File: src/bmp_pkg.sv
// types and constants for the bmp24 to rgb565 stream decoder
`default_nettype none

package bmp_pkg;

  // header layout
  localparam int unsigned HDR_LEN    = 34;
  localparam int unsigned HDR_LAST   = HDR_LEN - 1;
  localparam int unsigned OFFS_B0    = 10;
  localparam int unsigned OFFS_B1    = 11;
  localparam int unsigned OFFS_B2    = 12;
  localparam int unsigned OFFS_B3    = 13;
  localparam int unsigned WIDTH_B0   = 18;
  localparam int unsigned WIDTH_B1   = 19;
  localparam int unsigned HEIGHT_B0  = 22;
  localparam int unsigned HEIGHT_B1  = 23;
  localparam int unsigned PLANES_POS = 26;
  localparam int unsigned BPP_POS    = 28;

  localparam logic [7:0] SIG_LO      = 8'h42;
  localparam logic [7:0] SIG_HI      = 8'h4D;
  localparam logic [7:0] PLANES_WANT = 8'd1;
  localparam logic [7:0] BPP_WANT    = 8'd24;
  localparam logic [7:0] RED_MASK    = 8'hF8;
  localparam logic [7:0] GREEN_MASK  = 8'hFC;

  // configuration reset values
  localparam logic [14:0] SCREEN_W_RST = 15'd160;
  localparam logic [14:0] SCREEN_H_RST = 15'd128;

  typedef enum logic [1:0] {
    CFG_ORIGIN_X = 2'd0,
    CFG_ORIGIN_Y = 2'd1,
    CFG_SCREEN_W = 2'd2,
    CFG_SCREEN_H = 2'd3
  } cfg_idx_e;

  typedef enum logic [2:0] {
    PH_HEADER = 3'd0,
    PH_SKIP   = 3'd1,
    PH_PIXEL  = 3'd2,
    PH_PAD    = 3'd3,
    PH_DRAIN  = 3'd4
  } phase_e;

  typedef enum logic [2:0] {
    ST_PIXEL       = 3'd0,
    ST_OFF_SCREEN  = 3'd1,
    ST_NOT_BITMAP  = 3'd2,
    ST_UNSUPPORTED = 3'd3,
    ST_BAD_OFFSET  = 3'd4
  } status_e;

  typedef struct packed {
    logic signed [15:0] origin_x;
    logic signed [15:0] origin_y;
    logic [14:0]        screen_width;
    logic [14:0]        screen_height;
  } cfg_t;

  typedef struct packed {
    logic [7:0] file_byte;
    logic       final_byte;
  } in_t;

  typedef struct packed {
    status_e            status;
    logic [15:0]        color565;
    logic signed [15:0] pixel_x;
    logic signed [15:0] pixel_y;
    logic               image_done;
  } out_t;

endpackage

`default_nettype wire

File: src/bmp_cfg_regs.sv
// configuration registers of the bmp24 decoder
`default_nettype none

module bmp_cfg_regs (
  input  logic              clk_i,
  input  logic              rst_ni,
  input  logic              cfg_we_i,
  input  bmp_pkg::cfg_idx_e cfg_index_i,
  input  logic [15:0]       cfg_wdata_i,
  output bmp_pkg::cfg_t     cfg_o
);
  import bmp_pkg::*;

  cfg_t cfg_q, cfg_d;

  // register write decode
  always_comb begin
    cfg_d = cfg_q;
    if (cfg_we_i) begin
      unique case (cfg_index_i)
        CFG_ORIGIN_X: cfg_d.origin_x      = $signed(cfg_wdata_i);
        CFG_ORIGIN_Y: cfg_d.origin_y      = $signed(cfg_wdata_i);
        CFG_SCREEN_W: cfg_d.screen_width  = cfg_wdata_i[14:0];
        CFG_SCREEN_H: cfg_d.screen_height = cfg_wdata_i[14:0];
        default:      cfg_d = cfg_q;
      endcase
    end
  end

  always_ff @(posedge clk_i or negedge rst_ni) begin
    if (!rst_ni) begin
      cfg_q.origin_x      <= '0;
      cfg_q.origin_y      <= '0;
      cfg_q.screen_width  <= SCREEN_W_RST;
      cfg_q.screen_height <= SCREEN_H_RST;
    end else begin
      cfg_q <= cfg_d;
    end
  end

  assign cfg_o = cfg_q;

endmodule

`default_nettype wire

File: src/bmp_in_stage.sv
// input register of the bmp24 decoder
`default_nettype none

module bmp_in_stage (
  input  logic         clk_i,
  input  logic         rst_ni,
  input  logic         in_valid_i,
  output logic         in_ready_o,
  input  bmp_pkg::in_t in_data_i,
  input  logic         advance_i,
  output logic         item_valid_o,
  output bmp_pkg::in_t item_o
);
  import bmp_pkg::*;

  logic valid_q, valid_d;
  in_t  data_q;
  logic load;

  // take a new request when empty or when the held one moves on this cycle
  assign in_ready_o = !valid_q || advance_i;
  assign load       = in_valid_i && in_ready_o;

  always_comb begin
    valid_d = valid_q;
    if (load) begin
      valid_d = 1'b1;
    end else if (advance_i) begin
      valid_d = 1'b0;
    end
  end

  always_ff @(posedge clk_i or negedge rst_ni) begin
    if (!rst_ni) begin
      valid_q <= 1'b0;
    end else begin
      valid_q <= valid_d;
    end
  end

  // payload holds no reset
  always_ff @(posedge clk_i) begin
    if (load) begin
      data_q <= in_data_i;
    end
  end

  assign item_valid_o = valid_q;
  assign item_o       = data_q;

endmodule

`default_nettype wire

File: src/bmp_parser.sv
// header parser, pixel assembler and position counters of the bmp24 decoder
`default_nettype none

module bmp_parser (
  input  logic          clk_i,
  input  logic          rst_ni,
  input  bmp_pkg::cfg_t cfg_i,
  input  logic          go_i,
  input  bmp_pkg::in_t  item_i,
  output logic          res_valid_o,
  output bmp_pkg::out_t res_o
);
  import bmp_pkg::*;

  phase_e      phase_q, phase_d;
  logic [5:0]  header_count_q, header_count_d;
  logic [31:0] byte_position_q, byte_position_d;
  logic [31:0] data_offset_q, data_offset_d;
  logic [15:0] image_width_q, image_width_d;
  logic [15:0] image_height_q, image_height_d;
  logic        format_ok_q, format_ok_d;
  logic [15:0] row_count_q, row_count_d;
  logic [15:0] column_count_q, column_count_d;
  logic [1:0]  byte_in_pixel_q, byte_in_pixel_d;
  logic [7:0]  held_blue_q, held_blue_d;
  logic [7:0]  held_green_q, held_green_d;
  logic [1:0]  pad_left_q, pad_left_d;

  logic [7:0]  b;
  logic [5:0]  n;
  logic        off_screen;
  logic [7:0]  want;
  logic        fmt_now;
  logic        do_pixel;
  logic        last_col;
  logic        last_row;
  logic [15:0] pos_x;
  logic [15:0] pos_y;
  logic [15:0] color;

  assign b = item_i.file_byte;
  assign n = header_count_q;

  // origin must lie below the screen width and height
  assign off_screen = (cfg_i.origin_x >= $signed({1'b0, cfg_i.screen_width})) ||
                      (cfg_i.origin_y >= $signed({1'b0, cfg_i.screen_height}));

  // expected value of a format byte
  always_comb begin
    if (n == 6'(PLANES_POS)) begin
      want = PLANES_WANT;
    end else if (n == 6'(BPP_POS)) begin
      want = BPP_WANT;
    end else begin
      want = 8'd0;
    end
  end
  assign fmt_now = format_ok_q && (b == want);

  // pixel assembly and screen position
  assign color    = {(b & RED_MASK), 8'd0} | {5'd0, (held_green_q & GREEN_MASK), 3'd0} |
                    {11'd0, held_blue_q[7:3]};
  assign pos_x    = cfg_i.origin_x + column_count_q;
  assign pos_y    = cfg_i.origin_y + image_height_q - 16'd1 - row_count_q;
  assign last_col = ({1'b0, column_count_q} + 17'd1) >= {1'b0, image_width_q};
  assign last_row = ({1'b0, row_count_q} + 17'd1) >= {1'b0, image_height_q};

  // next state and result for one byte
  always_comb begin
    phase_d         = phase_q;
    header_count_d  = header_count_q;
    byte_position_d = byte_position_q;
    data_offset_d   = data_offset_q;
    image_width_d   = image_width_q;
    image_height_d  = image_height_q;
    format_ok_d     = format_ok_q;
    row_count_d     = row_count_q;
    column_count_d  = column_count_q;
    byte_in_pixel_d = byte_in_pixel_q;
    held_blue_d     = held_blue_q;
    held_green_d    = held_green_q;
    pad_left_d      = pad_left_q;
    res_valid_o     = 1'b0;
    res_o           = '0;
    do_pixel        = 1'b0;

    if (go_i) begin
      byte_position_d = byte_position_q + 32'd1;

      unique case (phase_q)
        PH_HEADER: begin
          header_count_d = n + 6'd1;
          if (n == 6'd0) begin
            if (off_screen) begin
              res_valid_o  = 1'b1;
              res_o.status = ST_OFF_SCREEN;
              phase_d      = PH_DRAIN;
            end else begin
              held_blue_d = b;
            end
          end else if (n == 6'd1) begin
            if ((held_blue_q != SIG_LO) || (b != SIG_HI)) begin
              res_valid_o  = 1'b1;
              res_o.status = ST_NOT_BITMAP;
              phase_d      = PH_DRAIN;
            end else begin
              held_blue_d = 8'd0;
            end
          end else begin
            // little-endian header fields
            if (n == 6'(OFFS_B0)) data_offset_d[7:0]   = b;
            if (n == 6'(OFFS_B1)) data_offset_d[15:8]  = b;
            if (n == 6'(OFFS_B2)) data_offset_d[23:16] = b;
            if (n == 6'(OFFS_B3)) data_offset_d[31:24] = b;
            if (n == 6'(WIDTH_B0))  image_width_d[7:0]   = b;
            if (n == 6'(WIDTH_B1))  image_width_d[15:8]  = b;
            if (n == 6'(HEIGHT_B0)) image_height_d[7:0]  = b;
            if (n == 6'(HEIGHT_B1)) image_height_d[15:8] = b;
            if (n >= 6'(PLANES_POS)) format_ok_d = fmt_now;

            // end of header: format, offset and size decide the next phase
            if (n == 6'(HDR_LAST)) begin
              if (!fmt_now) begin
                res_valid_o  = 1'b1;
                res_o.status = ST_UNSUPPORTED;
                phase_d      = PH_DRAIN;
              end else if (data_offset_q < 32'(HDR_LEN)) begin
                res_valid_o  = 1'b1;
                res_o.status = ST_BAD_OFFSET;
                phase_d      = PH_DRAIN;
              end else if ((image_width_q == 16'd0) || (image_height_q == 16'd0)) begin
                phase_d = PH_DRAIN;
              end else if (data_offset_q == 32'(HDR_LEN)) begin
                phase_d = PH_PIXEL;
              end else begin
                phase_d = PH_SKIP;
              end
            end
          end
        end
        PH_SKIP: begin
          if (byte_position_q >= data_offset_q) begin
            phase_d  = PH_PIXEL;
            do_pixel = 1'b1;
          end
        end
        PH_PIXEL: begin
          do_pixel = 1'b1;
        end
        PH_PAD: begin
          pad_left_d = pad_left_q - 2'd1;
          if (pad_left_d == 2'd0) begin
            phase_d = PH_PIXEL;
          end
        end
        PH_DRAIN: begin
        end
        default: begin
        end
      endcase

      // blue, green, then red completes a pixel
      if (do_pixel) begin
        if (byte_in_pixel_q == 2'd0) begin
          held_blue_d     = b;
          byte_in_pixel_d = 2'd1;
        end else if (byte_in_pixel_q == 2'd1) begin
          held_green_d    = b;
          byte_in_pixel_d = 2'd2;
        end else begin
          byte_in_pixel_d  = 2'd0;
          res_valid_o      = 1'b1;
          res_o.status     = ST_PIXEL;
          res_o.color565   = color;
          res_o.pixel_x    = $signed(pos_x);
          res_o.pixel_y    = $signed(pos_y);
          res_o.image_done = last_col && last_row;
          if (last_col) begin
            column_count_d = 16'd0;
            if (last_row) begin
              phase_d = PH_DRAIN;
            end else begin
              row_count_d = row_count_q + 16'd1;
              // rows pad to four bytes: pad count equals width mod 4
              pad_left_d  = image_width_q[1:0];
              phase_d     = (image_width_q[1:0] != 2'd0) ? PH_PAD : PH_PIXEL;
            end
          end else begin
            column_count_d = column_count_q + 16'd1;
          end
        end
      end

      // last byte of the file restarts the parser
      if (item_i.final_byte) begin
        phase_d         = PH_HEADER;
        header_count_d  = '0;
        byte_position_d = '0;
        data_offset_d   = '0;
        image_width_d   = '0;
        image_height_d  = '0;
        format_ok_d     = 1'b1;
        row_count_d     = '0;
        column_count_d  = '0;
        byte_in_pixel_d = '0;
        held_blue_d     = '0;
        held_green_d    = '0;
        pad_left_d      = '0;
      end
    end
  end

  always_ff @(posedge clk_i or negedge rst_ni) begin
    if (!rst_ni) begin
      phase_q         <= PH_HEADER;
      header_count_q  <= '0;
      byte_position_q <= '0;
      data_offset_q   <= '0;
      image_width_q   <= '0;
      image_height_q  <= '0;
      format_ok_q     <= 1'b1;
      row_count_q     <= '0;
      column_count_q  <= '0;
      byte_in_pixel_q <= '0;
      held_blue_q     <= '0;
      held_green_q    <= '0;
      pad_left_q      <= '0;
    end else begin
      phase_q         <= phase_d;
      header_count_q  <= header_count_d;
      byte_position_q <= byte_position_d;
      data_offset_q   <= data_offset_d;
      image_width_q   <= image_width_d;
      image_height_q  <= image_height_d;
      format_ok_q     <= format_ok_d;
      row_count_q     <= row_count_d;
      column_count_q  <= column_count_d;
      byte_in_pixel_q <= byte_in_pixel_d;
      held_blue_q     <= held_blue_d;
      held_green_q    <= held_green_d;
      pad_left_q      <= pad_left_d;
    end
  end

endmodule

`default_nettype wire

File: src/bmp_out_stage.sv
// result register of the bmp24 decoder
`default_nettype none

module bmp_out_stage (
  input  logic          clk_i,
  input  logic          rst_ni,
  input  logic          load_i,
  input  bmp_pkg::out_t res_i,
  output logic          can_take_o,
  output logic          out_valid_o,
  input  logic          out_ready_i,
  output bmp_pkg::out_t out_data_o
);
  import bmp_pkg::*;

  logic valid_q, valid_d;
  out_t data_q;

  // room when empty or when the held result leaves this cycle
  assign can_take_o = !valid_q || out_ready_i;

  always_comb begin
    valid_d = valid_q;
    if (load_i) begin
      valid_d = 1'b1;
    end else if (out_ready_i) begin
      valid_d = 1'b0;
    end
  end

  always_ff @(posedge clk_i or negedge rst_ni) begin
    if (!rst_ni) begin
      valid_q <= 1'b0;
    end else begin
      valid_q <= valid_d;
    end
  end

  always_ff @(posedge clk_i) begin
    if (load_i) begin
      data_q <= res_i;
    end
  end

  assign out_valid_o = valid_q;
  assign out_data_o  = data_q;

endmodule

`default_nettype wire

File: src/bmp24_stream_to_rgb565.sv
// a byte request is held in the input register, and its result is captured in the result register
// one file byte per cycle while the result register has room, pixels out every third byte of pixel data
// the input register and the result register decouple the two sides
// reset (async, active low) clears the parser to the header phase and loads
// default registers: origin 0,0 and a 160 by 128 screen
// a final byte restarts the parser after it is processed; registers are kept
`default_nettype none

module bmp24_stream_to_rgb565 (
  input  logic              clk_i,
  input  logic              rst_ni,
  input  logic              in_valid_i,
  output logic              in_ready_o,
  input  bmp_pkg::in_t      in_data_i,
  output logic              out_valid_o,
  input  logic              out_ready_i,
  output bmp_pkg::out_t     out_data_o,
  input  logic              cfg_we_i,
  input  bmp_pkg::cfg_idx_e cfg_index_i,
  input  logic [15:0]       cfg_wdata_i
);
  import bmp_pkg::*;

  cfg_t cfg;
  in_t  item;
  out_t res;
  logic item_valid;
  logic res_valid;
  logic can_take;
  logic advance;

  // a held byte moves on whenever the result register has room
  assign advance = item_valid && can_take;

  bmp_cfg_regs u_cfg (
    .clk_i      (clk_i),
    .rst_ni     (rst_ni),
    .cfg_we_i   (cfg_we_i),
    .cfg_index_i(cfg_index_i),
    .cfg_wdata_i(cfg_wdata_i),
    .cfg_o      (cfg)
  );

  bmp_in_stage u_in (
    .clk_i       (clk_i),
    .rst_ni      (rst_ni),
    .in_valid_i  (in_valid_i),
    .in_ready_o  (in_ready_o),
    .in_data_i   (in_data_i),
    .advance_i   (advance),
    .item_valid_o(item_valid),
    .item_o      (item)
  );

  bmp_parser u_parser (
    .clk_i      (clk_i),
    .rst_ni     (rst_ni),
    .cfg_i      (cfg),
    .go_i       (advance),
    .item_i     (item),
    .res_valid_o(res_valid),
    .res_o      (res)
  );

  bmp_out_stage u_out (
    .clk_i      (clk_i),
    .rst_ni     (rst_ni),
    .load_i     (advance && res_valid),
    .res_i      (res),
    .can_take_o (can_take),
    .out_valid_o(out_valid_o),
    .out_ready_i(out_ready_i),
    .out_data_o (out_data_o)
  );

endmodule

`default_nettype wire

File: config.mk
export PLATFORM = sky130hd
export DESIGN_NAME = bmp24_stream_to_rgb565
export DESIGN_NICKNAME = d
export VERILOG_FILES = /design/src/bmp_pkg.sv /design/src/bmp_cfg_regs.sv /design/src/bmp_in_stage.sv /design/src/bmp_parser.sv /design/src/bmp_out_stage.sv /design/src/bmp24_stream_to_rgb565.sv
export SDC_FILE = /design/constraint.sdc
export NUM_CORES = 1
export LEC_CHECK = 0
export BUFFER_PORTS_ARGS = -buffer_cell sky130_fd_sc_hd__clkbuf_2
export CORE_MARGIN = 4
export CORE_UTILIZATION = 45
export DETAILED_ROUTE_END_ITERATION = 12
export GPL_ROUTABILITY_DRIVEN = 0
export PLACE_DENSITY_LB_ADDON = 0.05
export SLEW_MARGIN = 20
export SYNTH_ARGS = -nofsm -noshare
export SYNTH_HDL_FRONTEND = slang
export SYNTH_SLANG_ARGS = --single-unit
File: constraint.sdc
create_clock -name clk_i -period 15.8 [get_ports clk_i]
set_input_delay 0 -clock clk_i [delete_from_list [all_inputs] [get_ports clk_i]]
set_output_delay 0 -clock clk_i [all_outputs]
set_load 0.005 [all_outputs]
=== Yosys cells after proc, flatten, opt, wreduce, memory -nomap -nowiden ===
Index checks and enable logic that the tools add are counted.

* Flip-flop bits (word level): 283
* Bits of input ports: 32
* Output and inout port bits: 54

* Add/sub/neg operators: 11
* Order comparisons: 7
* Eq/ne operators: 28
* Mux-type cells: 113
* Bitwise gates (word level): 4
* Reductions and logical operators: 54

{| class="wikitable"
|+ Operator list
! kind !! number
|-
| 2-to-1 mux 16 bit || 19
|-
| 2-to-1 mux 32 bit || 5
|-
| 2-to-1 mux 8 bit || 20
|-
| 2-to-1 mux 52 bit || 3
|-
| 2-to-1 mux 3 bit || 22
|-
| AND reduction 5 bit || 9
|-
| equality test 6 x 5 -> 1 bit (second input constant) || 6
|-
| adder 16 x 1 -> 17 bit (second input constant) || 2
|-
| greater-or-equal comparator 17 x 16 -> 1 bit || 2
|-
| adder 16 x 1 -> 16 bit (second input constant) || 2
|-
| adder 16 bit || 2
|-
| adder 32 x 1 -> 32 bit (second input constant) || 1
|-
| equality test 32 x 6 -> 1 bit (second input constant) || 1
|-
| greater-or-equal comparator 16 bit || 2
|-
| greater-or-equal comparator 32 bit || 1
|-
| zero test 16 bit || 2
|-
| less-than comparator 32 x 6 -> 1 bit (second input constant) || 1
|-
| nonzero test 2 bit || 16
|-
| 2-to-1 mux 2 bit || 13
|-
| 2-to-1 mux 1 bit || 25
|-
| equality test 6 x 4 -> 1 bit (second input constant) || 4
|-
| != test 8 x 7 -> 1 bit (second input constant) || 2
|-
| OR 16 x 11 -> 16 bit || 1
|-
| OR 16 x 5 -> 16 bit || 1
|-
| 28 further kinds || 55
|}

=== Depth between registers and ports, before layout ===
Gate-level depths: netlist of run 1.

* Depth in word-level cells: 16
* Gate-level depth with buffers: 18
* Depth with buffers taken out: 16

=== Cells and area by module ===
A second synthesis of run 1 with hierarchy kept.

* Cell total of the unflattened synthesis: 1,649
* Area total of the unflattened synthesis: 16,457.0 µm²

{| class="wikitable"
|+ Modules (own cells, without submodules)
! module !! instances !! cells each !! area each (µm²)
|-
| bmp_parser || 1 || 1,447 || 12,169.2
|-
| bmp_cfg_regs || 1 || 132 || 2,342.2
|-
| bmp_out_stage || 1 || 55 || 1,609.0
|-
| bmp_in_stage || 1 || 13 || 324.1
|-
| bmp24_stream_to_rgb565 || 1 || 2 || 12.5
|}

=== Worst setup path before layout of run 1 ===
OpenSTA, ideal clock, no wires.

* Path kind: register -> register
* From: reg u_cfg.cfg_q (netlist bit u_cfg.cfg_o[43])
* To: reg u_out.data_q (netlist bit u_out.out_data_o[0]), enable pin
* Library setup time: 0.539 ns
* Arrival time: 5.619 ns
* Slack: 9.642 ns
* Cell stages (with the launch flop): 9
* Path buffers: 0
* Path through: dfrtp_1 ha_1 nand4_1 or3b_2 a21oi_1 a211oi_1 o211ai_1 nor2_1 o31ai_1

* Longest elaborated chain between the ends: 10

{| class="wikitable"
|+ Ends and longest elaborated chain
! element !! RTL line !! RTL
|-
| start, declared || bmp_cfg_regs.sv:14 || <nowiki>cfg_t cfg_q, cfg_d;</nowiki>
|-
| start signal, assigned || bmp_cfg_regs.sv:37 || <nowiki>cfg_q <= cfg_d;</nowiki>
|-
| greater-or-equal comparator 16 bit (*) || bmp_parser.sv:46 || <nowiki>(cfg_i.origin_y >= $signed({1'b0, cfg_i.screen_height}));</nowiki>
|-
| logical OR 1 bit (*) || bmp_parser.sv:45 || <nowiki>assign off_screen = (cfg_i.origin_x >= $signed({1'b0, cfg_i.screen_width})) ||</nowiki>
|-
| 2-to-1 mux 1 bit (*) || bmp_parser.sv:94 || <nowiki>if (off_screen) begin</nowiki>
|-
| 2-to-1 mux 1 bit (*) || bmp_parser.sv:93 || <nowiki>if (n == 6'd0) begin</nowiki>
|-
| 2-to-1 mux 1 bit (*) || bmp_parser.sv:90 || <nowiki>unique case (phase_q)</nowiki>
|-
| 2-to-1 mux 1 bit || bmp_parser.sv:167 || <nowiki>end else if (byte_in_pixel_q == 2'd1) begin</nowiki>
|-
| 2-to-1 mux 1 bit || bmp_parser.sv:164 || <nowiki>if (byte_in_pixel_q == 2'd0) begin</nowiki>
|-
| 2-to-1 mux 1 bit (*) || bmp_parser.sv:163 || <nowiki>if (do_pixel) begin</nowiki>
|-
| 2-to-1 mux 1 bit (*) || bmp_parser.sv:87 || <nowiki>if (go_i) begin</nowiki>
|-
| logical AND 1 bit (*) || bmp24_stream_to_rgb565.sv:68 || <nowiki>.load_i (advance && res_valid),</nowiki>
|-
| net u_out.load_i || bmp_out_stage.sv:7 || <nowiki>input logic load_i,</nowiki>
|-
| end signal, assigned || bmp_out_stage.sv:41 || <nowiki>data_q <= res_i;</nowiki>
|-
| end, declared || bmp_out_stage.sv:17 || <nowiki>out_t data_q;</nowiki>
|}

The timed path passes the listed nets; every way through them passes the cells marked *.
A chain may end at the register's enable or synchronous reset.

=== Worst setup path in the final report of run 1 ===
* From: reg u_parser.column_count_q[0]
* To: reg u_parser.column_count_q[15]

* Longest elaborated chain between the ends: 7
* Elaborated cells on any way between the ends: 8
* Those cells by class: 2 x add/sub; 1 x order compare; 5 x mux

{| class="wikitable"
|+ Ends and longest elaborated chain
! element !! RTL line !! RTL
|-
| start, declared || bmp_parser.sv:23 || <nowiki>logic [15:0] column_count_q, column_count_d;</nowiki>
|-
| start signal, assigned || bmp_parser.sv:237 || <nowiki>column_count_q <= column_count_d;</nowiki>
|-
| adder 16 x 1 -> 17 bit || bmp_parser.sv:65 || <nowiki>assign last_col = ({1'b0, column_count_q} + 17'd1) >= {1'b0, image_width_q};</nowiki>
|-
| greater-or-equal comparator 17 x 16 -> 1 bit || bmp_parser.sv:65 ||
|-
| 2-to-1 mux 16 bit (*) || bmp_parser.sv:178 || <nowiki>if (last_col) begin</nowiki>
|-
| 2-to-1 mux 16 bit (*) || bmp_parser.sv:167 ||
|-
| 2-to-1 mux 16 bit (*) || bmp_parser.sv:164 ||
|-
| 2-to-1 mux 16 bit (*) || bmp_parser.sv:163 ||
|-
| 2-to-1 mux 16 bit (*) || bmp_parser.sv:195 || <nowiki>if (item_i.final_byte) begin</nowiki>
|}

Mark *: on every way between the ends. The rest lies on a longest branch, timed or not. The select of a mux whose other input is x is not followed.

==> results of run 1 <==
==> cells in the final DEF (no fill, tap or decap), types with 18 or more instances in the layout <==
cell type,n
sky130_fd_sc_hd__ha_1,131
sky130_fd_sc_hd__nand2_1,131
sky130_fd_sc_hd__edfxtp_1,61
sky130_fd_sc_hd__clkbuf_16,35
sky130_fd_sc_hd__a21oi_1,65
sky130_fd_sc_hd__nor2_1,86
sky130_fd_sc_hd__nor2b_1,18
sky130_fd_sc_hd__nand4_1,30
sky130_fd_sc_hd__xnor2_1,31
sky130_fd_sc_hd__and3_1,40
sky130_fd_sc_hd__nand3_1,57
sky130_fd_sc_hd__mux2_2,64
sky130_fd_sc_hd__nor4_1,22
sky130_fd_sc_hd__xor2_1,46
sky130_fd_sc_hd__inv_1,165
sky130_fd_sc_hd__dlygate4sd3_1,28
sky130_fd_sc_hd__a21o_1,20
sky130_fd_sc_hd__dfrtp_1,216
sky130_fd_sc_hd__nor3_1,32
sky130_fd_sc_hd__a22o_1,20
sky130_fd_sc_hd__clkbuf_2,84
sky130_fd_sc_hd__o21ai_0,110
==> registers in the layout, summed over array words and instances, names as in the netlist, 16 cells and up <==
signal                    flops
u_parser.image_width_q       16
u_parser.row_count_q         16
u_parser.data_offset_q       32
u_parser.column_count_q      16
u_out.out_data_o             52
u_parser.byte_position_q     32
u_cfg.cfg_o                  62
u_parser.image_height_q      16
==> per-stage QoR <==
stage / hold WS [ns] / util / setup slack, ns / instances / instance area, sq um
finish: 0.0566 / 0.522 / 11.47 / 2219 / 18600
global route: 0.0398 / 0.522 / 10.90 / 2219 / 18600
CTS: 0.0132 / 0.521 / 11.47 / 2219 / 18600
detailed placement: 0.0384 / 0.483 / 11.52 / 2131 / 17200
global placement: 0.0430 / 0.483 / 11.61 / 2131 / 17200
floorplan: -0.296 / - / 9.64 / 1625 / 16300
==> worst reg2reg max path, delay by kind of cell, from the launching register on <==
kind            cells  cell delay, ns
simple gates        7            2.15
compound gates      5            0.90
fa+ha+maj           2            0.55
flops               1            0.45
xor+xnor            1            0.21
==> routing by layer <==
layer,vias to the layer above,GRT usage,wire [um]
met1,5954,0.311,20200
li1,5991,-,-
met2,222,0.336,18500
met3,52,0.0334,1920
met4,0,0.0474,745
met5,-,0,0
==> power groups by stage <==
stage | clock [mW] | combinational [mW] | sequential [mW]
after CTS | 0.794 | 1.01 | 1.04
after floorplan | 0 | 0.722 | 1.02
after global placement | 0 | 0.983 | 1.05
after global routing | 0.820 | 1.15 | 1.06
final | 0.770 | 1.01 | 1.04
after detailed placement | 0 | 1.00 | 1.05
==> repair_timing <==
item                      in CTS  in global routing
hold buffers                  28                  0
hold endpoints to repair     150                  0
gates resized for setup        0                  0
==> how the worst max path moves through the flow <==
stage,to,slack [ns]
after floorplan,u_out.out_data_o[0],9.64
after global placement,u_parser.column_count_q[15],11.61
after detailed placement,u_parser.column_count_q[15],11.52
after CTS,u_parser.column_count_q[15],11.47
after global routing,u_parser.column_count_q[6],10.90
final,u_parser.column_count_q[15],11.47
==> cells by family after synthesis <==
kind of cell,after synthesis,synth area share
flops,281,0.450
fa+ha+maj,148,0.121
simple gates,510,0.161
buf+inv,219,0.0526
compound gates,324,0.128
xor+xnor,77,0.0413
mux,66,0.0454
==> area by class of cell <==
type,count,area [sq um],area share
Clock buffer,48,1000,0.0540
Clock inverter,12,88.8,0.00477
Inverter,166,623,0.0335
Multi-Input combinational cell,1125,8160,0.439
Sequential cell,281,7340,0.395
Tap cell,461,577,0.0310
Timing Repair Buffer,126,813,0.0437
==> run_summary.xml, run 1 <==
<?xml version="1.0" encoding="UTF-8"?>
<metrics>
  <group name="critical_path">
    <metric name="instance_count_on_the_critical_path" unit="">15</metric>
    <metric name="timing.critical_path.cells" unit="">ha_1 -&gt; nand3_1 -&gt; nor3_2 -&gt; and3_1 -&gt; nand3_1 -&gt; xnor2_1 -&gt; ha_1 -&gt; a21oi_1 -&gt; nor2b_1 -&gt; a311oi_1 -&gt; o21ai_0 -&gt; a21o_2 -&gt; nor3_4 -&gt; or2b_1 -&gt; a31oi_1</metric>
    <metric name="cpLargestDelayFamily" unit="">simple AND/OR/NAND/NOR gates</metric>
    <metric name="crit_fanout" unit="">24</metric>
    <metric name="crit_required" unit="ns">16.24</metric>
    <metric name="r2r-start" unit="">u_parser.column_count_q[0]</metric>
    <metric name="category_of_the_most_critical_setup_path" unit="">flop to flop</metric>
    <metric name="worst_path_max_delay_cell" unit="">sky130_fd_sc_hd__nor3_4</metric>
    <metric name="rr_endpoint" unit="">u_parser.column_count_q[15]</metric>
    <metric name="critical_path.startpoint_type" unit="">flop</metric>
    <metric name="critPathMaxStageDelay" unit="ns">0.74</metric>
    <metric name="reg2reg_setup_slack" unit="ns">11.47</metric>
    <metric name="worstSetupStartpoint" unit="">u_parser.column_count_q[0]</metric>
    <metric name="cp_capture_type" unit="">flop</metric>
    <metric name="wp_buf_inv" unit="">0</metric>
    <metric name="worst_ep_arrival_time" unit="ns">4.77</metric>
    <metric name="worstRegToRegCells" unit="">15</metric>
  </group>
  <group name="timing">
    <metric name="tightest_slew" unit="ns">1.10</metric>
    <metric name="setup_tns" unit="ns">0</metric>
    <metric name="rsz0062_at_grt" unit="">false</metric>
    <metric name="fin_crit" unit="ns">4.33</metric>
    <metric name="worst_slew_margin_rel" unit="">0.264</metric>
    <metric name="slew_violations" unit="">0</metric>
    <metric name="final_hold_viol_count" unit="">0</metric>
    <metric name="timing.clock.skew" unit="ns">0.0236</metric>
    <metric name="timing.fmax" unit="GHz">0.231</metric>
    <metric name="timing.final.setup_violations" unit="">0</metric>
    <metric name="post-route-period-util" unit="">0.274</metric>
  </group>
  <group name="clock_tree">
    <metric name="cts_setup_buffers" unit="">0</metric>
    <metric name="cts-buffers-inserted" unit="">34</metric>
    <metric name="cts.reportedPaths.clkPinSlew" unit="ns">0.06</metric>
    <metric name="cts_tree" unit="">yes</metric>
    <metric name="clk_root_buffer_cell" unit="">sky130_fd_sc_hd__clkbuf_16</metric>
    <metric name="cts_max_level" unit="">2</metric>
    <metric name="worst_skew_pair.late_latency" unit="ns">0.53</metric>
    <metric name="cts_max_path_buffers" unit="">3</metric>
    <metric name="clock_sink_count" unit="">281</metric>
  </group>
  <group name="global_routing">
    <metric name="globalRouteOverflowTotal" unit="">0</metric>
    <metric name="grt_first_pass_wirelength" unit="um">66500</metric>
    <metric name="maximum_number_of_pins_on_one_net_before_global_route_repair" unit="">81</metric>
    <metric name="antenna_found_initial" unit="">0</metric>
    <metric name="track_usage" unit="">0.212</metric>
    <metric name="first_global_vias" unit="">12000</metric>
  </group>
  <group name="die">
    <metric name="boundaryPins" unit="">86</metric>
    <metric name="effective_utilization_at_floorplan" unit="">0.458</metric>
    <metric name="die_width" unit="um">198</metric>
    <metric name="placeable_area" unit="sq um">35700</metric>
    <metric name="total_die_area" unit="sq um">39400</metric>
    <metric name="floorplan.die.height" unit="um">198</metric>
    <metric name="placement_rows" unit="">69</metric>
  </group>
  <group name="pwr">
    <metric name="leakagePower" unit="nW">8.49</metric>
    <metric name="netSwitchingFraction" unit="">0.362</metric>
    <metric name="finalPower" unit="mW">2.82</metric>
    <metric name="power_per_cell_area" unit="nW/um^2">151</metric>
    <metric name="largest_vdd_supply_drop" unit="mV">0.0605</metric>
    <metric name="power_switching" unit="mW">1.02</metric>
    <metric name="cellInternalPower" unit="mW">1.80</metric>
    <metric name="clockPowerShare" unit="">0.273</metric>
    <metric name="power.combinational.fraction" unit="">0.357</metric>
    <metric name="seq_power_share" unit="">0.370</metric>
  </group>
  <group name="yosys">
    <metric name="top_count_cell_post_synth" unit="">sky130_fd_sc_hd__dfrtp_1</metric>
    <metric name="syn-cell-area" unit="sq um">16300</metric>
    <metric name="synth_nets" unit="">1805</metric>
    <metric name="synth_top_cells_by_area" unit="">sky130_fd_sc_hd__dfrtp_1 33%, sky130_fd_sc_hd__edfxtp_1 11%, sky130_fd_sc_hd__ha_1 10%, sky130_fd_sc_hd__mux2_2 4.4%, sky130_fd_sc_hd__inv_1 3.8%</metric>
    <metric name="yosysWarningCount" unit="">0</metric>
    <metric name="post_synth.cell_area_avg" unit="sq um">10.0</metric>
    <metric name="most_used_standard_cells_in_the_synthesized_netlist" unit="">216 x sky130_fd_sc_hd__dfrtp_1, 165 x sky130_fd_sc_hd__inv_1, 131 x sky130_fd_sc_hd__ha_1, 131 x sky130_fd_sc_hd__nand2_1, 110 x sky130_fd_sc_hd__o21ai_0</metric>
    <metric name="async_reset_ff_frac" unit="">0.783</metric>
    <metric name="synth-edff-count" unit="">61</metric>
    <metric name="syn_inst" unit="">1625</metric>
    <metric name="synth_seq_area_share" unit="">0.450</metric>
    <metric name="postSynthRegisterBits" unit="">281</metric>
    <metric name="yosys.area.top_type_share" unit="">0.331</metric>
    <metric name="synth_ff_type" unit="">sky130_fd_sc_hd__dfrtp_1</metric>
    <metric name="synth.lib_cells_used.distinct" unit="">87</metric>
    <metric name="synth_largest_area_cell" unit="">sky130_fd_sc_hd__dfrtp_1</metric>
  </group>
  <group name="routing">
    <metric name="routed_via_density" unit="">5.51</metric>
    <metric name="detailedRoute.firstPassIterationCount" unit="">5</metric>
    <metric name="route.detailed.wl_per_inst" unit="um">18.7</metric>
    <metric name="final_antenna_net_count" unit="">0</metric>
    <metric name="finalWirelength" unit="um">41400</metric>
    <metric name="drcViolationCount" unit="">0</metric>
    <metric name="dr_total_vias" unit="">12200</metric>
    <metric name="drt_first_iter_violations" unit="">670</metric>
  </group>
  <group name="finish">
    <metric name="post_route_cells_drive_above_1_share" unit="">0.146</metric>
    <metric name="final_nets" unit="">1914</metric>
    <metric name="fillers" unit="">3281</metric>
    <metric name="syn2layout_area_growth" unit="%">14.1</metric>
    <metric name="antenna_diode_count" unit="">0</metric>
  </group>
  <group name="flow_run">
    <metric name="timing.max_cap.violations" unit="">0</metric>
  </group>
  <group name="placement">
    <metric name="port_buffers" unit="">85</metric>
    <metric name="dp_hpwl" unit="um">29800</metric>
  </group>
  <group name="outcome">
    <metric name="outcome" unit="">finished clean</metric>
  </group>
  <group name="min_path">
    <metric name="hold_path_class" unit="">input pin to asynchronous set/reset pin</metric>
  </group>
</metrics>
Note: power is estimated with default switching activity, not from simulation.
==> run 2: changes to the inputs <==
Clock period 15.8 ns to 4.3 ns, I/O delays scaled along.
==> run_summary.xml, run 2 (same netlist as run 1, synthesis figures left out) <==
<?xml version="1.0" encoding="UTF-8"?>
<metrics>
  <group name="outcome">
    <metric name="outcome" unit="">finished clean</metric>
  </group>
  <group name="pwr">
    <metric name="power_per_cell_area" unit="nW/um^2">558</metric>
    <metric name="finalPower" unit="mW">10.5</metric>
    <metric name="leakagePower" unit="nW">8.59</metric>
    <metric name="largest_vdd_supply_drop" unit="mV">0.216</metric>
  </group>
  <group name="finish">
    <metric name="most-common-layout-cells" unit="">216 x sky130_fd_sc_hd__dfrtp_1, 165 x sky130_fd_sc_hd__inv_1, 131 x sky130_fd_sc_hd__nand2_1, 131 x sky130_fd_sc_hd__ha_1, 110 x sky130_fd_sc_hd__o21ai_0</metric>
    <metric name="instances_no_fill" unit="">2232</metric>
    <metric name="final_nets" unit="">1928</metric>
    <metric name="antenna_diode_count" unit="">0</metric>
    <metric name="post_route_cells_drive_above_1_share" unit="">0.151</metric>
    <metric name="mostFrequentLayoutCell" unit="">sky130_fd_sc_hd__dfrtp_1</metric>
    <metric name="syn2layout_area_growth" unit="%">15.2</metric>
    <metric name="largest_register_ffs" unit="">62</metric>
  </group>
  <group name="routing">
    <metric name="finalWirelength" unit="um">41700</metric>
    <metric name="drcViolationCount" unit="">0</metric>
    <metric name="detailedRoute.firstPassIterationCount" unit="">5</metric>
    <metric name="routed_via_density" unit="">5.49</metric>
    <metric name="dr_total_vias" unit="">12200</metric>
    <metric name="final_antenna_net_count" unit="">0</metric>
    <metric name="drt_first_iter_violations" unit="">709</metric>
    <metric name="route.detailed.wl_per_inst" unit="um">18.7</metric>
  </group>
  <group name="timing">
    <metric name="setup_tns" unit="ns">0</metric>
    <metric name="timing.fmax" unit="GHz">0.257</metric>
    <metric name="post-route-period-util" unit="">0.907</metric>
    <metric name="rsz0062_at_grt" unit="">false</metric>
    <metric name="fin_crit" unit="ns">3.90</metric>
    <metric name="timing.final.setup_violations" unit="">0</metric>
    <metric name="final_hold_viol_count" unit="">0</metric>
    <metric name="tightest_slew" unit="ns">1.06</metric>
    <metric name="slew_violations" unit="">0</metric>
    <metric name="worst_hold_slack" unit="ns">0.0816</metric>
    <metric name="timing.clock.skew" unit="ns">0.0273</metric>
    <metric name="worst_slew_margin_rel" unit="">0.292</metric>
    <metric name="worst_slack" unit="ns">0.402</metric>
  </group>
  <group name="critical_path">
    <metric name="crit_fanout" unit="">6</metric>
    <metric name="critical_path.startpoint_type" unit="">flop</metric>
    <metric name="crit_required" unit="ns">4.68</metric>
    <metric name="worst_ep_arrival_time" unit="ns">4.28</metric>
    <metric name="category_of_the_most_critical_setup_path" unit="">flop to flop</metric>
    <metric name="cp_capture_type" unit="">flop</metric>
  </group>
  <group name="die">
    <metric name="boundaryPins" unit="">86</metric>
    <metric name="effective_utilization_at_floorplan" unit="">0.458</metric>
    <metric name="placeable_area" unit="sq um">35700</metric>
    <metric name="placement_rows" unit="">69</metric>
    <metric name="floorplan.die.height" unit="um">198</metric>
    <metric name="total_die_area" unit="sq um">39400</metric>
    <metric name="die_width" unit="um">198</metric>
  </group>
  <group name="clock_tree">
    <metric name="worst_skew_pair.late_latency" unit="ns">0.52</metric>
    <metric name="cts_tree" unit="">yes</metric>
    <metric name="clock_sink_count" unit="">281</metric>
    <metric name="cts_max_level" unit="">2</metric>
    <metric name="cts_max_path_buffers" unit="">3</metric>
    <metric name="cts-buffers-inserted" unit="">34</metric>
    <metric name="clk_root_buffer_cell" unit="">sky130_fd_sc_hd__clkbuf_16</metric>
    <metric name="cts.reportedPaths.clkPinSlew" unit="ns">0.06</metric>
  </group>
  <group name="placement">
    <metric name="dp_hpwl" unit="um">30400</metric>
    <metric name="place_ws" unit="ns">0.432</metric>
    <metric name="post_place_cells" unit="">2143</metric>
    <metric name="port_buffers" unit="">85</metric>
  </group>
  <group name="global_routing">
    <metric name="antenna_found_initial" unit="">0</metric>
    <metric name="grt_first_pass_wirelength" unit="um">67100</metric>
    <metric name="track_usage" unit="">0.214</metric>
    <metric name="first_global_vias" unit="">12100</metric>
    <metric name="globalRouteOverflowTotal" unit="">0</metric>
    <metric name="maximum_number_of_pins_on_one_net_before_global_route_repair" unit="">113</metric>
  </group>
  <group name="flow_run">
    <metric name="timing.max_cap.violations" unit="">0</metric>
  </group>
  <group name="min_path">
    <metric name="hold_path_class" unit="">input pin to flop</metric>
  </group>
</metrics>
run 2: report_power, final:
part	switching, mW	total [mW]	internal [mW]
Clock	1.13	2.96	1.83
Sequential	0.423	3.83	3.40
Combinational	2.18	3.71	1.53
run 2: critical path: stages (launching register included):
cell	delay, ns
sky130_fd_sc_hd__dfrtp_1	0.42
sky130_fd_sc_hd__ha_1	0.26
sky130_fd_sc_hd__nand3_1	0.22
sky130_fd_sc_hd__nor2_1	0.19
sky130_fd_sc_hd__and3_1	0.31
sky130_fd_sc_hd__nand3_1	0.18
sky130_fd_sc_hd__xnor2_1	0.18
sky130_fd_sc_hd__ha_1	0.31
sky130_fd_sc_hd__a221o_1	0.29
sky130_fd_sc_hd__o21ai_0	0.45
sky130_fd_sc_hd__nand3_1	0.27
sky130_fd_sc_hd__or2_1	0.34
sky130_fd_sc_hd__a311o_1	0.36
run 2: per-layer routing:
metal  track usage  part of all wire
met2         0.340              0.45
met4        0.0461             0.017
met5             0                 0
met1         0.317              0.49
met3        0.0261             0.039
run 2: timing repair:
| action | 4_1_cts | 5_1_grt |
|---|---|---|
| hold buffers | 28 | 0 |
| buffers inserted | 0 | 2 |
| endpoints found under the hold margin | 181 | 0 |
| endpoints found under the setup margin | 0 | 12 |
| resized for setup | 0 | 1 |
run 2: path summary, 6_finish.rpt:
kind,start,endpoint,slack (ns),cells past startpoint
worst min register to register,u_parser.held_green_q[2],u_parser.held_green_q[2],0.50,1
worst max register to register,u_parser.row_count_q[1],u_parser.row_count_q[0],0.40,12
min in group asynchronous,rst_ni,u_cfg.cfg_o[28],0.15,2
worst min-delay path,cfg_index_i[0],u_cfg.cfg_o[47],0.08,4
max in group asynchronous,rst_ni,u_parser.byte_position_q[6],3.03,3
worst max-delay path,u_parser.row_count_q[1],u_parser.row_count_q[0],0.40,12
run 2: area by class of cell:
cell class	instances	area, sq um
clock buffer	49	1020
inverter	166	623
clock inverter	10	134
multi-input combinational	1125	8160
tap	461	577
timing repair buffer	140	943
fill	3306	16900
sequential	281	7340
run 2: through the flow:
step,area [sq um],util
2_1_floorplan,16300,-
3_3_place_gp,17300,0.486
3_5_place_dp,17300,0.486
4_1_cts,18800,0.526
5_1_grt,18800,0.527
6_report,18800,0.527
==> run 3: changes to the inputs <==
Settings changed: GPL_TIMING_DRIVEN set to 0.
==> run_summary.xml, run 3 (same netlist as run 1, synthesis figures left out) <==
<?xml version="1.0" encoding="UTF-8"?>
<metrics>
  <group name="die">
    <metric name="effective_utilization_at_floorplan" unit="">0.458</metric>
    <metric name="placeable_area" unit="sq um">35700</metric>
    <metric name="total_die_area" unit="sq um">39400</metric>
    <metric name="placement_rows" unit="">69</metric>
    <metric name="floorplan.die.height" unit="um">198</metric>
    <metric name="die_width" unit="um">198</metric>
    <metric name="boundaryPins" unit="">86</metric>
  </group>
  <group name="timing">
    <metric name="fin_crit" unit="ns">3.98</metric>
    <metric name="worst_slew_margin_rel" unit="">0.373</metric>
    <metric name="slew_violations" unit="">0</metric>
    <metric name="rsz0062_at_grt" unit="">false</metric>
    <metric name="timing.clock.skew" unit="ns">0.0181</metric>
    <metric name="timing.final.setup_violations" unit="">0</metric>
    <metric name="tightest_slew" unit="ns">0.941</metric>
    <metric name="post-route-period-util" unit="">0.926</metric>
    <metric name="final_hold_viol_count" unit="">0</metric>
    <metric name="timing.fmax" unit="GHz">0.251</metric>
  </group>
  <group name="pwr">
    <metric name="power_switching" unit="mW">3.77</metric>
    <metric name="netSwitchingFraction" unit="">0.355</metric>
    <metric name="leakagePower" unit="nW">8.64</metric>
    <metric name="power.combinational.fraction" unit="">0.356</metric>
    <metric name="clockPowerShare" unit="">0.286</metric>
    <metric name="finalPower" unit="mW">10.6</metric>
    <metric name="largest_vdd_supply_drop" unit="mV">0.282</metric>
    <metric name="seq_power_share" unit="">0.359</metric>
    <metric name="cellInternalPower" unit="mW">6.84</metric>
    <metric name="power_per_cell_area" unit="nW/um^2">561</metric>
  </group>
  <group name="routing">
    <metric name="finalWirelength" unit="um">42500</metric>
    <metric name="drcViolationCount" unit="">0</metric>
    <metric name="detailedRoute.firstPassIterationCount" unit="">5</metric>
    <metric name="route.detailed.wl_per_inst" unit="um">18.7</metric>
    <metric name="routed_via_density" unit="">5.54</metric>
    <metric name="drt_first_iter_violations" unit="">773</metric>
    <metric name="final_antenna_net_count" unit="">0</metric>
    <metric name="dr_total_vias" unit="">12600</metric>
  </group>
  <group name="clock_tree">
    <metric name="cts_max_path_buffers" unit="">3</metric>
    <metric name="cts_tree" unit="">yes</metric>
    <metric name="cts-buffers-inserted" unit="">35</metric>
    <metric name="worst_skew_pair.late_latency" unit="ns">0.52</metric>
    <metric name="clk_root_buffer_cell" unit="">sky130_fd_sc_hd__clkbuf_16</metric>
    <metric name="clock_sink_count" unit="">281</metric>
    <metric name="cts.reportedPaths.clkPinSlew" unit="ns">0.06</metric>
    <metric name="cts_max_level" unit="">2</metric>
  </group>
  <group name="placement">
    <metric name="postPlaceCellArea" unit="sq um">17400</metric>
    <metric name="dp_hpwl" unit="um">31700</metric>
    <metric name="post_place_cells" unit="">2177</metric>
    <metric name="port_buffers" unit="">85</metric>
  </group>
  <group name="outcome">
    <metric name="outcome" unit="">finished clean</metric>
  </group>
  <group name="finish">
    <metric name="antenna_diode_count" unit="">0</metric>
    <metric name="most-common-layout-cells" unit="">215 x sky130_fd_sc_hd__dfrtp_1, 165 x sky130_fd_sc_hd__inv_1, 131 x sky130_fd_sc_hd__nand2_1, 131 x sky130_fd_sc_hd__ha_1, 110 x sky130_fd_sc_hd__o21ai_0</metric>
    <metric name="instances_no_fill" unit="">2270</metric>
    <metric name="syn2layout_area_growth" unit="%">16.1</metric>
    <metric name="stdcell_area" unit="sq um">18900</metric>
    <metric name="largest_register_ffs" unit="">62</metric>
    <metric name="fillers" unit="">3314</metric>
    <metric name="post_route_cells_drive_above_1_share" unit="">0.145</metric>
    <metric name="final_nets" unit="">1964</metric>
    <metric name="mostFrequentLayoutCell" unit="">sky130_fd_sc_hd__dfrtp_1</metric>
  </group>
  <group name="flow_run">
    <metric name="timing.max_cap.violations" unit="">0</metric>
  </group>
  <group name="global_routing">
    <metric name="globalRouteOverflowTotal" unit="">0</metric>
    <metric name="track_usage" unit="">0.217</metric>
    <metric name="maximum_number_of_pins_on_one_net_before_global_route_repair" unit="">83</metric>
    <metric name="first_global_vias" unit="">12100</metric>
    <metric name="grt_first_pass_wirelength" unit="um">67800</metric>
    <metric name="antenna_found_initial" unit="">2</metric>
  </group>
  <group name="critical_path">
    <metric name="category_of_the_most_critical_setup_path" unit="">flop to flop</metric>
    <metric name="critical_path.startpoint_type" unit="">flop</metric>
    <metric name="crit_fanout" unit="">6</metric>
    <metric name="worst_ep_arrival_time" unit="ns">4.38</metric>
    <metric name="crit_required" unit="ns">4.70</metric>
    <metric name="cp_capture_type" unit="">flop</metric>
  </group>
  <group name="min_path">
    <metric name="hold_path_class" unit="">input pin to asynchronous set/reset pin</metric>
  </group>
</metrics>
[run 3: cell count changes in the layout (fill, tap and decap cells not counted), sizes merged]
cell	delta
buf	+1
bufinv	+3
clkbuf	+30
clkinvlp	+2
inv	+2
[run 3: cell type report]
cell class,count,area [sq um],area share
Multi-Input combinational cell,1125,8150,0.430
Sequential cell,281,7340,0.388
Clock buffer,45,923,0.0488
Timing Repair Buffer,122,837,0.0442
Inverter,166,623,0.0329
Tap cell,461,577,0.0305
Clock inverter,17,249,0.0131
Buffer,53,238,0.0126
[run 3: what timing repair did]
item                                   in CTS  in global routing
setup endpoints to repair                   0                 43
setup buffers                               0                  3
endpoints found under the hold margin     135                  0
resized for setup                           0                 10
hold buffers                               28                  0
[run 3: worst paths after layout]
check	startpoint	end	slack, ns	depth (start not counted)
worst max-delay path	u_parser.row_count_q[0]	u_parser.row_count_q[0]	0.32	17
worst min-delay path	rst_ni	u_cfg.cfg_o[27]	0.06	2
worst max register to register	u_parser.row_count_q[0]	u_parser.row_count_q[0]	0.32	17
worst min register to register	u_parser.held_blue_q[2]	u_parser.held_blue_q[2]	0.49	1
max in group asynchronous	rst_ni	u_parser.format_ok_q	3.38	3
min in group clk_i	out_ready_i	u_out.out_valid_o	0.07	3
[run 3: metrics by stage]
stage | setup slack, ns | util | TNS [ns] | hold WS, ns
final | 0.317 | 0.531 | 0 | 0.0626
after global routing | 0.0153 | 0.531 | 0 | 0.0502
after CTS | 0.0364 | 0.530 | 0 | 0.00890
after detailed placement | 0.0784 | 0.489 | 0 | 0.0510
after global placement | -1.47 | 0.486 | -351.40 | 0.176
after floorplan | 0.707 | - | 0 | -0.296
[run 3: critical path, stage by stage (launching register included)]
cell                       delay, ns
sky130_fd_sc_hd__dfrtp_1        0.48
sky130_fd_sc_hd__ha_1           0.29
sky130_fd_sc_hd__nand3_1        0.22
sky130_fd_sc_hd__nor2_1         0.19
sky130_fd_sc_hd__and3_1         0.18
sky130_fd_sc_hd__clkbuf_2       0.17
sky130_fd_sc_hd__nand3_1        0.16
sky130_fd_sc_hd__inv_1          0.12
sky130_fd_sc_hd__nand3_1        0.10
sky130_fd_sc_hd__xnor2_1        0.20
sky130_fd_sc_hd__ha_1           0.29
sky130_fd_sc_hd__a21oi_1        0.13
sky130_fd_sc_hd__nand2_1        0.06
sky130_fd_sc_hd__a21oi_1        0.15
sky130_fd_sc_hd__o31a_1         0.21
sky130_fd_sc_hd__nand3_1        0.21
sky130_fd_sc_hd__or2_1          0.34
sky130_fd_sc_hd__a311o_1        0.36
[run 3: power by group through the flow]
stage               logic [mW]  registers (mW)  clock network (mW)
floorplan                 2.66            3.75                   0
global placement          3.63            3.85                   0
detailed placement        3.73            3.85                   0
CTS                       3.78            3.81                3.12
global route              4.28            3.89                3.23
finish                    3.78            3.81                3.03
[run 3: layer usage]
layer / vias to the layer above / wire [um] / global-route usage
met4: 0 / 1040 / 0.0560
met5: - / 0 / 0
met3: 61 / 2060 / 0.0334
met1: 6155 / 21000 / 0.334
met2: 256 / 18400 / 0.323
li1: 6102 / - / -
